===== src/gcd_insert_between_adjacent_defines.svh =====
`ifndef GCD_INSERT_BETWEEN_ADJACENT_DEFINES_SVH
`define GCD_INSERT_BETWEEN_ADJACENT_DEFINES_SVH

// same-cycle implication, off while reset is held
`define GCD_ASSERT_IMP(label, clk, rst_n, ante, cons) \
    label: assert property (@(posedge clk) disable iff (!rst_n) (ante) |-> (cons)) \
        else $error("gcd: assertion failed");

// next-cycle implication, off while reset is held
`define GCD_ASSERT_NXT(label, clk, rst_n, ante, cons) \
    label: assert property (@(posedge clk) disable iff (!rst_n) (ante) |=> (cons)) \
        else $error("gcd: assertion failed");

`endif


===== src/gcd_pkg.sv =====
package gcd_pkg;

    localparam int DATA_W      = 32;
    localparam int QUEUE_DEPTH = 4;
    localparam int QUEUE_AW    = 2;

    typedef struct packed {
        logic full;
        logic empty;
    } t_q_stat;

endpackage


===== src/gcd_front.sv =====
module gcd_front #(
    parameter int IW = 32
) (
    input  logic                    i_clk,
    input  logic                    i_rst_n,
    input  logic                    i_s_tvalid,
    input  logic [31:0]             i_s_tdata,
    input  logic                    i_s_tlast,
    output logic                    o_s_tready,
    input  gcd_pkg::t_q_stat        i_q_stat,
    output logic                    o_push,
    output logic [2*IW+1:0]         o_entry
);
    import gcd_pkg::*;

    logic [IW-1:0] r_prev;
    logic          r_have;
    logic [IW-1:0] w_cur;

    assign w_cur      = i_s_tdata[IW-1:0];
    assign o_s_tready = !i_q_stat.full;
    assign o_push     = i_s_tvalid && o_s_tready;
    assign o_entry    = {r_have, i_s_tlast, r_prev, w_cur};

    always_ff @(posedge i_clk) begin
        if (!i_rst_n) begin
            r_prev <= '0;
            r_have <= 1'b0;
        end else if (o_push) begin
            // end of sequence: start anew
            if (i_s_tlast) begin
                r_prev <= '0;
                r_have <= 1'b0;
            end else begin
                r_prev <= w_cur;
                r_have <= 1'b1;
            end
        end
    end

endmodule


===== src/gcd_queue.sv =====
`include "gcd_insert_between_adjacent_defines.svh"

module gcd_queue #(
    parameter int WIDTH = 66
) (
    input  logic                    i_clk,
    input  logic                    i_rst_n,
    input  logic                    i_push,
    input  logic [WIDTH-1:0]        i_data,
    input  logic                    i_pop,
    output logic [WIDTH-1:0]        o_data,
    output gcd_pkg::t_q_stat        o_stat
);
    import gcd_pkg::*;

    logic [WIDTH-1:0]    r_mem [QUEUE_DEPTH];
    logic [QUEUE_AW-1:0] r_wr;
    logic [QUEUE_AW-1:0] r_rd;
    logic [QUEUE_AW:0]   r_cnt;

    assign o_data       = r_mem[r_rd];
    assign o_stat.full  = (r_cnt == (QUEUE_AW+1)'(QUEUE_DEPTH));
    assign o_stat.empty = (r_cnt == '0);

    always_ff @(posedge i_clk) begin
        if (i_push) begin
            r_mem[r_wr] <= i_data;
        end
    end

    always_ff @(posedge i_clk) begin
        if (!i_rst_n) begin
            r_wr  <= '0;
            r_rd  <= '0;
            r_cnt <= '0;
        end else begin
            if (i_push) begin
                r_wr <= r_wr + 1'b1;
            end
            if (i_pop) begin
                r_rd <= r_rd + 1'b1;
            end
            if (i_push && !i_pop) begin
                r_cnt <= r_cnt + 1'b1;
            end else if (!i_push && i_pop) begin
                r_cnt <= r_cnt - 1'b1;
            end
        end
    end

    `GCD_ASSERT_IMP(a_no_push_full, i_clk, i_rst_n, i_push, !o_stat.full)
    `GCD_ASSERT_IMP(a_no_pop_empty, i_clk, i_rst_n, i_pop, !o_stat.empty)

endmodule


===== src/gcd_back.sv =====
`include "gcd_insert_between_adjacent_defines.svh"

module gcd_back #(
    parameter int IW = 32
) (
    input  logic                    i_clk,
    input  logic                    i_rst_n,
    input  gcd_pkg::t_q_stat        i_q_stat,
    input  logic [2*IW+1:0]         i_entry,
    output logic                    o_pop,
    output logic                    o_m_tvalid,
    input  logic                    i_m_tready,
    output logic [31:0]             o_m_tdata,
    output logic                    o_m_tuser,
    output logic                    o_m_tlast
);
    import gcd_pkg::*;

    localparam int KW = $clog2(IW + 1);

    typedef enum logic [1:0] {
        S_IDLE,
        S_GCD,
        S_VAL
    } t_state;

    t_state          r_state;
    logic [IW-1:0]   r_a;
    logic [IW-1:0]   r_b;
    logic [KW-1:0]   r_k;
    logic [IW-1:0]   r_val;
    logic            r_last;
    logic            r_ovalid;
    logic [DATA_W-1:0] r_odata;
    logic            r_ouser;
    logic            r_olast;

    logic            w_free;
    logic            w_done;
    logic [IW-1:0]   w_gcd;
    logic [IW-1:0]   w_amb;
    logic [IW-1:0]   w_bma;
    logic            w_load;

    assign w_free = !r_ovalid || i_m_tready;
    assign w_done = (r_a == '0) || (r_b == '0);
    assign w_gcd  = ((r_a == '0) ? r_b : r_a) << r_k;
    assign w_amb  = r_a - r_b;
    assign w_bma  = r_b - r_a;
    assign w_load = w_free && (((r_state == S_GCD) && w_done) || (r_state == S_VAL));
    assign o_pop  = (r_state == S_IDLE) && !i_q_stat.empty;

    assign o_m_tvalid = r_ovalid;
    assign o_m_tdata  = r_odata;
    assign o_m_tuser  = r_ouser;
    assign o_m_tlast  = r_olast;

    always_ff @(posedge i_clk) begin
        if (!i_rst_n) begin
            r_state  <= S_IDLE;
            r_ovalid <= 1'b0;
        end else begin
            r_ovalid <= w_load || (r_ovalid && !i_m_tready);
            unique case (r_state)
                S_IDLE: begin
                    if (o_pop) begin
                        r_b     <= i_entry[IW-1:0];
                        r_a     <= i_entry[2*IW-1:IW];
                        r_val   <= i_entry[IW-1:0];
                        r_last  <= i_entry[2*IW];
                        r_k     <= '0;
                        r_state <= i_entry[2*IW+1] ? S_GCD : S_VAL;
                    end
                end
                S_GCD: begin
                    if (w_done) begin
                        if (w_free) begin
                            r_odata <= DATA_W'(w_gcd);
                            r_ouser <= 1'b1;
                            r_olast <= 1'b0;
                            r_state <= S_VAL;
                        end
                    end else if (!r_a[0] && !r_b[0]) begin
                        r_a <= r_a >> 1;
                        r_b <= r_b >> 1;
                        r_k <= r_k + 1'b1;
                    end else if (!r_a[0]) begin
                        r_a <= r_a >> 1;
                    end else if (!r_b[0]) begin
                        r_b <= r_b >> 1;
                    end else if (r_a >= r_b) begin
                        r_a <= w_amb >> 1;
                    end else begin
                        r_b <= w_bma >> 1;
                    end
                end
                S_VAL: begin
                    if (w_free) begin
                        r_odata <= DATA_W'(r_val);
                        r_ouser <= 1'b0;
                        r_olast <= r_last;
                        r_state <= S_IDLE;
                    end
                end
                default: begin
                    r_state <= S_IDLE;
                end
            endcase
        end
    end

    `GCD_ASSERT_IMP(a_gcd_not_last, i_clk, i_rst_n, r_ovalid && r_ouser, !r_olast)
    `GCD_ASSERT_IMP(a_k_bound, i_clk, i_rst_n, r_state == S_GCD, r_k < KW'(IW))
    `GCD_ASSERT_NXT(a_pop_starts, i_clk, i_rst_n, o_pop, r_state != S_IDLE)

endmodule


===== src/gcd_insert_between_adjacent.sv =====
// Inserts the greatest common divisor between adjacent values of a stream.
// Slave side (i_s_*): one unsigned value per transfer in tdata, tlast on the
// final value of a sequence. Master side (o_m_*): results in tdata; tuser is 1
// on an inserted gcd and 0 on a passed value; tlast marks the value that ends
// the sequence. The first value of a sequence yields one result, every later
// value yields its gcd with the previous value and then the value itself.
// A front stage tags each value and pushes it into a four-entry queue; the
// back stage pops one entry at a time and runs a binary gcd, one step a cycle.
// With an empty queue and an idle back stage, a value with no gcd passes the
// queue, the S_IDLE and S_VAL states and the output register; with a gcd, the
// gcd leaves the output register after the shift and subtract loop, and the
// value follows it. Sustained rate is that of the gcd loop.
// Bits of a value above VALUE_WIDTH (capped at 32) are dropped.
// Reset clears the queue, the output valid flag and the previous-value state.
// A stall on o_m_tready holds the output register, and the back stage with a
// result; the front fills the queue, then drops i_s ready once it is full.
module gcd_insert_between_adjacent #(
    parameter int VALUE_WIDTH = 32
) (
    input  logic        i_clk,
    input  logic        i_rst_n,
    input  logic        i_s_tvalid,
    output logic        o_s_tready,
    input  logic [31:0] i_s_tdata,   // [31:0] in_value
    input  logic        i_s_tlast,
    output logic        o_m_tvalid,
    input  logic        i_m_tready,
    output logic [31:0] o_m_tdata,   // [31:0] out_value
    output logic        o_m_tuser,   // [0] out_is_gcd
    output logic        o_m_tlast
);
    import gcd_pkg::*;

    localparam int IW = (VALUE_WIDTH < DATA_W) ? VALUE_WIDTH : DATA_W;
    localparam int EW = 2 * IW + 2;

    t_q_stat         w_q_stat;
    logic            w_push;
    logic            w_pop;
    logic [EW-1:0]   w_in_entry;
    logic [EW-1:0]   w_out_entry;

    gcd_front #(.IW(IW)) u_front (
        .i_clk      (i_clk),
        .i_rst_n    (i_rst_n),
        .i_s_tvalid (i_s_tvalid),
        .i_s_tdata  (i_s_tdata),
        .i_s_tlast  (i_s_tlast),
        .o_s_tready (o_s_tready),
        .i_q_stat   (w_q_stat),
        .o_push     (w_push),
        .o_entry    (w_in_entry)
    );

    gcd_queue #(.WIDTH(EW)) u_queue (
        .i_clk   (i_clk),
        .i_rst_n (i_rst_n),
        .i_push  (w_push),
        .i_data  (w_in_entry),
        .i_pop   (w_pop),
        .o_data  (w_out_entry),
        .o_stat  (w_q_stat)
    );

    gcd_back #(.IW(IW)) u_back (
        .i_clk      (i_clk),
        .i_rst_n    (i_rst_n),
        .i_q_stat   (w_q_stat),
        .i_entry    (w_out_entry),
        .o_pop      (w_pop),
        .o_m_tvalid (o_m_tvalid),
        .i_m_tready (i_m_tready),
        .o_m_tdata  (o_m_tdata),
        .o_m_tuser  (o_m_tuser),
        .o_m_tlast  (o_m_tlast)
    );

endmodule

===== config.mk =====
export PLATFORM = sky130hd
export DESIGN_NAME = gcd_insert_between_adjacent
export DESIGN_NICKNAME = d
export VERILOG_FILES = /design/src/gcd_pkg.sv /design/src/gcd_front.sv /design/src/gcd_queue.sv /design/src/gcd_back.sv /design/src/gcd_insert_between_adjacent.sv
export VERILOG_INCLUDE_DIRS = /design/src /design/src/src
export SDC_FILE = /design/constraint.sdc
export NUM_CORES = 1
export LEC_CHECK = 0
export ABC_AREA = 1
export BUFFER_PORTS_ARGS = -buffer_cell sky130_fd_sc_hd__clkbuf_2
export CORE_ASPECT_RATIO = 1.4
export CORE_MARGIN = 10
export CORE_UTILIZATION = 35
export DETAILED_ROUTE_END_ITERATION = 10
export GPL_TIMING_DRIVEN = 0
export PLACE_DENSITY = 0.58
export SYNTH_ARGS = -nofsm -noshare
export SYNTH_HDL_FRONTEND = slang
export SYNTH_SLANG_ARGS = --single-unit
export TNS_END_PERCENT = 20

===== constraint.sdc =====
create_clock -name i_clk -period 5.2 [get_ports i_clk]
set_input_delay 0.26 -clock i_clk [delete_from_list [all_inputs] [get_ports i_clk]]
set_output_delay 0.26 -clock i_clk [all_outputs]
set_load 0.1 [all_outputs]

Word-level counts from Yosys, hierarchy flattened --
Memories as Yosys holds them, arrays and structs flattened. A register that Yosys moved wholly into a read port is not among the register bits. Cells that the tools add are included.
Cells by class: add/subtract/negate cells 7, magnitude comparators 1, eq/ne operators 13, shifts and indexed selects 1, mux-type cells 44, reductions and logical operators 35
Operators with widths (number):
- 32-bit two-way mux | 17
- 32-bit case mux with 2 select lines | 3
- 32-bit logical NOT | 2
- 32-bit subtractor | 2
- 32-bit greater-or-equal comparator | 1
- 32-bit by 6-bit left shift with 32-bit output | 1
- 6-bit two-way mux | 3
- 5-bit AND reduction | 3
- 2-bit two-way mux | 7
- 4-bit inequality test (second input constant) | 3
- 6-bit case mux with 2 select lines | 1
- 6-bit AND reduction | 2
- 1-bit logical AND | 8
- 1-bit logical NOT | 8
- 1-bit two-way mux | 8
- 4-bit AND reduction | 2
- 6-bit by 1-bit adder with 6-bit output (second input constant) | 1
- 3-bit two-way mux | 2
- 2-bit by 1-bit inequality test with 1-bit output (second input constant) | 3
- 2-bit inequality test (second input constant) | 3
- 2-bit case mux with 3 select lines | 1
- 2-bit nonzero test | 3
- 2-bit by 1-bit adder with 2-bit output (second input constant) | 2
- 1-bit logical OR | 4
- 10 further kinds | 11
Storage, ports and cells: register bits after elaboration 180, bits in writable memories 264, bits of input ports 37, logic and storage cells 119, memories kept 1
Memory list:
- u_queue.r_mem | words 4, width 66, rd ports 1, clocked after Yosys merged registers in 1, wr ports 1, RTL line gcd_queue.sv:16 | logic [WIDTH-1:0] r_mem [QUEUE_DEPTH];

Depth between registers and ports, before layout --
depth after elaboration 7, gate-level depth with buffers 17, mapped depth without buffers 15

Modules after synthesis --
A second synthesis with hierarchy kept.
Unflattened totals: cells, all modules 2607, area total of the unflattened synthesis 24354.6 um2
By module, submodules not included:
- gcd_back | times used 1, cells each 1662, area an instance 11827.6 um2
- gcd_queue | times used 1, cells each 696, area an instance 10824.1 um2
- gcd_front | times used 1, cells each 249, area an instance 1702.9 um2

Worst setup path before layout --
Ideal clock, no wire load.
kind flip-flop to flip-flop, from reg u_queue.r_cnt[1], to mem u_queue.r_mem[0][0], enable pin, library setup time 0.491 ns, data arrival time 4.538 ns, data required time 4.709 ns, path slack 0.171 ns, stages on the path, launching flop included 6, buffers on the path 1, period minus slack after synthesis 5.029 ns, cell sequence dfxtp_1 -> inv_1 -> nand3_1 -> nand2_1 -> clkbuf_1 -> nor2_1
Between the ends: word-level cells in the longest chain between the ends 5
RTL lines:
- from (decl) | RTL line gcd_queue.sv:19 | logic [QUEUE_AW:0] r_cnt;
- from (signal assigned) | RTL line gcd_queue.sv:44 | r_cnt <= r_cnt + 1'b1;
- from (signal assigned) | RTL line gcd_queue.sv:46 | r_cnt <= r_cnt - 1'b1;
- 3-bit equality test | RTL line gcd_queue.sv:22 | assign o_stat.full = (r_cnt == (QUEUE_AW+1)'(QUEUE_DEPTH));
- 1-bit logical NOT | RTL line gcd_front.sv:21 | assign o_s_tready = !i_q_stat.full;
- named net o_s_tready | RTL line gcd_insert_between_adjacent.sv:23 | output logic o_s_tready,
- 1-bit logical AND | RTL line gcd_front.sv:22 | assign o_push = i_s_tvalid && o_s_tready;
- 1-bit two-way mux | RTL line gcd_queue.sv:26 | if (i_push) begin
- 1-bit two-way mux (implied by the code) | RTL line gcd_queue.sv:27 | r_mem[r_wr] <= i_data;
- to (decl) | RTL line gcd_queue.sv:16
The timed path passes the listed nets, and every way through them passes these cells.

Final worst setup path --
from reg u_back.r_a[29], to reg u_back.r_a[30], enable pin
Between the ends: word-level cells in the longest chain between the ends 4, elaborated cells between the ends (all ways) 6, those cells by class order compare (1); eq/ne (2); reduce/logical (3)
RTL lines:
- from (decl) | RTL line gcd_back.sv:28 | logic [IW-1:0] r_a;
- from (signal assigned) | RTL line gcd_back.sv:68 | r_a <= i_entry[2*IW-1:IW];
- from (signal assigned) | RTL line gcd_back.sv:84 | r_a <= r_a >> 1;
- from (signal assigned) | RTL line gcd_back.sv:88 | r_a <= r_a >> 1;
- parallel branches: the longest is 3 deep, another holds 32-bit greater-or-equal comparator
- 6-bit AND reduction (no line) (*)
Mark *: on every way between the ends. A chain may end at the register's enable or synchronous reset.

==> flow_summary.ini <==
[timing]
rsz0062_at_grt = false
setup_viol = 0
relSlewSlack_pct = 18.54
finalCritPeriodShare_pct = 69.31
tightest_slew_ns = 1.222
fin_tns_setup_ns = 0
fin_skew_ns = 0.04121
fin_hold_ws_ns = 0.03538
drv_slew = 0
hold_viol_final = 0
finalCriticalPeriod_ns = 3.604
timing.fmax_ghz = 0.2775

[setup_path]
worstSetupPathType = register to register
max_stage_delay_ns = 0.48
required_ns = 5.51
crit_slowest_cell = edfxtp_1
arrival_ns = 3.91
end_kind = register
cp_top_family = compound AO/OA/AOI/OAI gates
rr_startpoint = u_back.r_a[29]
startpoint_type = register
cp_num_buf_inv = 3
path_max_fanout = 20
crit_chain = ha_1, buf_2, a21oi_1, o21bai_1, a21oi_1, o21ai_0, nor2_1, nand3_2, clkbuf_2, o21ai_0, o21ai_4, buf_16
crit_path_start = u_back.r_a[29]

[clocking]
cts_num_sinks = 446
cts_resized = 0
htree_num_levels = 2
clock_path_buffers = 3
cts_tree = done
cts_inserted_buffers = 42
cts_setup_buffers = 0
clk_pin_slew_worst_paths_ns = 0.07
clock_latency_ns = 0.60
root_buffer = clkbuf_16

[logic_synthesis]
yosys.cell_count.top_type = nand2_1
yosys.area.top_type = edfxtp_1
synth_nets = 2590
synthArstFlopShare_pct = 0
yosysWarnings = 0
synthFlopType = edfxtp_1
synth_area_leaders = edfxtp_1 (52%), nand2_1 (6.9%), nand3_1 (5.8%), o21ai_0 (4.9%), nor2_1 (4.6%)
ys_seq_area_share_pct = 55.78
synth.distinct_cells = 50
syn_inst = 2480
synth_commonest_cells = nand2_1 (428), edfxtp_1 (401), nor2_1 (286)
synth.avg_cell_area_um2 = 9.356
synth-seq-cells = 446
synth_edf_count = 401
yosysTopAreaCellShare_pct = 51.90
syn_area_um2 = 23200

[global_route]
grt_max_degree = 35
track_usage_pct = 21.69
grt_pass1_vias = 19710
grt_pass1_wl_um = 125900
antenna_found_initial = 0
overflow = 0

[route]
drt_first_pass_iters = 5
wirelength_um = 86410
num_vias = 19290
post_drt_wl_per_cell_um = 24.55
ant_nets = 0
drt_iter0_markers = 1554
via_per_inst = 5.479
drc = 0

[die]
core-area_um2 = 65550
dieArea_um2 = 77140
std_cell_rows = 111
io_pins = 73
die_y_um = 324.7
initial_core_util_pct = 35.40
die_w_um = 237.6

[placed_design]
place_area_um2 = 24920
gp_congestion = 1.059
hpwlAfterDp_um = 68500
io_buffers = 71

[final_layout]
area_growth_pct = 14.97
antenna_cells = 0
design_area_um2 = 26680
final_layout_size_suffix_gt1_share_pct = 9.652
layout.nets = 2749
postLayoutCoreUtil_pct = 40.70

[worst_hold_path]
hold_start = i_m_tready
hold_path_class = primary input to register

[outcome]
status = complete, no violations

[flow_run]
max_cap_violations = 0
==> flip-flops by register name, summed over array words and instances, names as in the netlist, named ones only <==
register,flops
u_back.o_m_tdata,32
u_back.o_m_tlast,1
u_back.o_m_tuser,1
u_back.o_m_tvalid,1
u_back.r_a,32
u_back.r_b,32
u_back.r_k,6
u_back.r_last,1
u_back.r_state,2
u_back.r_val,32
u_front.r_have,1
u_front.r_prev,32
u_queue.r_cnt,3
u_queue.r_mem,264
u_queue.r_rd,2
u_queue.r_wr,2
==> path summary, 6_finish.rpt <==
| kind | endpoint | slack, ns | depth (start not counted) |
|---|---|---|---|
| min reg2reg | u_queue.r_rd[1] | 0.48 | 2 |
| max reg2reg | u_back.r_a[30] | 1.60 | 12 |
| max | u_back.r_a[30] | 1.60 | 12 |
| min | u_back.r_state[1] | 0.04 | 4 |
==> cells by family after synthesis <==
family | count (synthesis) | share of synthesized area (%)
buf+inv | 285 | 4.988
fa+ha+maj | 73 | 4.033
simple gates | 1059 | 19.63
compound gates | 572 | 13.87
xor+xnor | 45 | 1.699
flops | 446 | 55.78
==> placed cells by master, fill, tap and decap left out, types with 23 or more instances in the layout <==
cell type	synthesis	layout
edfxtp_1	401	401
ha_1	70	70
dfxtp_1	45	45
dlygate4sd3_1	0	32
nand3_1	271	271
a21oi_1	169	169
clkbuf_1	92	96
clkbuf_2	4	75
o211ai_1	23	23
o21ai_0	229	228
inv_1	146	145
nor2_1	286	281
nand2_1	428	428
clkbuf_16	0	43
o22ai_1	64	64
xor2_1	32	32
==> layer usage <==
metal | vias to the layer above | routed length (um) | track usage [%]
met3 | 233 | 4020 | 2.346
met1 | 9368 | 30890 | 22.85
met4 | 0 | 6468 | 14.80
met2 | 674 | 45030 | 39.78
met5 | - | 0 | 0
li1 | 9011 | - | -
==> worst reg2reg max path: stages, from the launching register on <==
cell	delay [ns]
edfxtp_1	0.48
ha_1	0.31
buf_2	0.17
a21oi_1	0.25
o21bai_1	0.09
a21oi_1	0.22
o21ai_0	0.17
nor2_1	0.31
nand3_2	0.21
clkbuf_2	0.26
o21ai_0	0.36
o21ai_4	0.26
buf_16	0.24
==> repair_timing <==
item                                   CTS  global route
hold buffers                            32             0
endpoints found under the hold margin  153             0
setup endpoints to repair                0             0
==> cell type report <==
type | count | area [um2]
clock buffers | 50 | 1132
flip-flops and latches | 446 | 12940
inverters | 154 | 583.1
plain buffers | 131 | 574.3
clock inverters | 28 | 309.0
well taps | 847 | 1060
multi-input cells | 1749 | 9154
fillers | 6536 | 38870
repair buffers | 115 | 923.4
==> per-stage QoR <==
step	std cells	setup WS, ns
finish	3520	1.596
global route	3520	1.440
CTS	3520	1.662
detailed placement	3410	1.687
global placement	3398	-1.690
floorplan	2480	0.1713
Power is not shown: default switching activity piles up to over one toggle a cycle in this logic, so the estimate is an artifact.
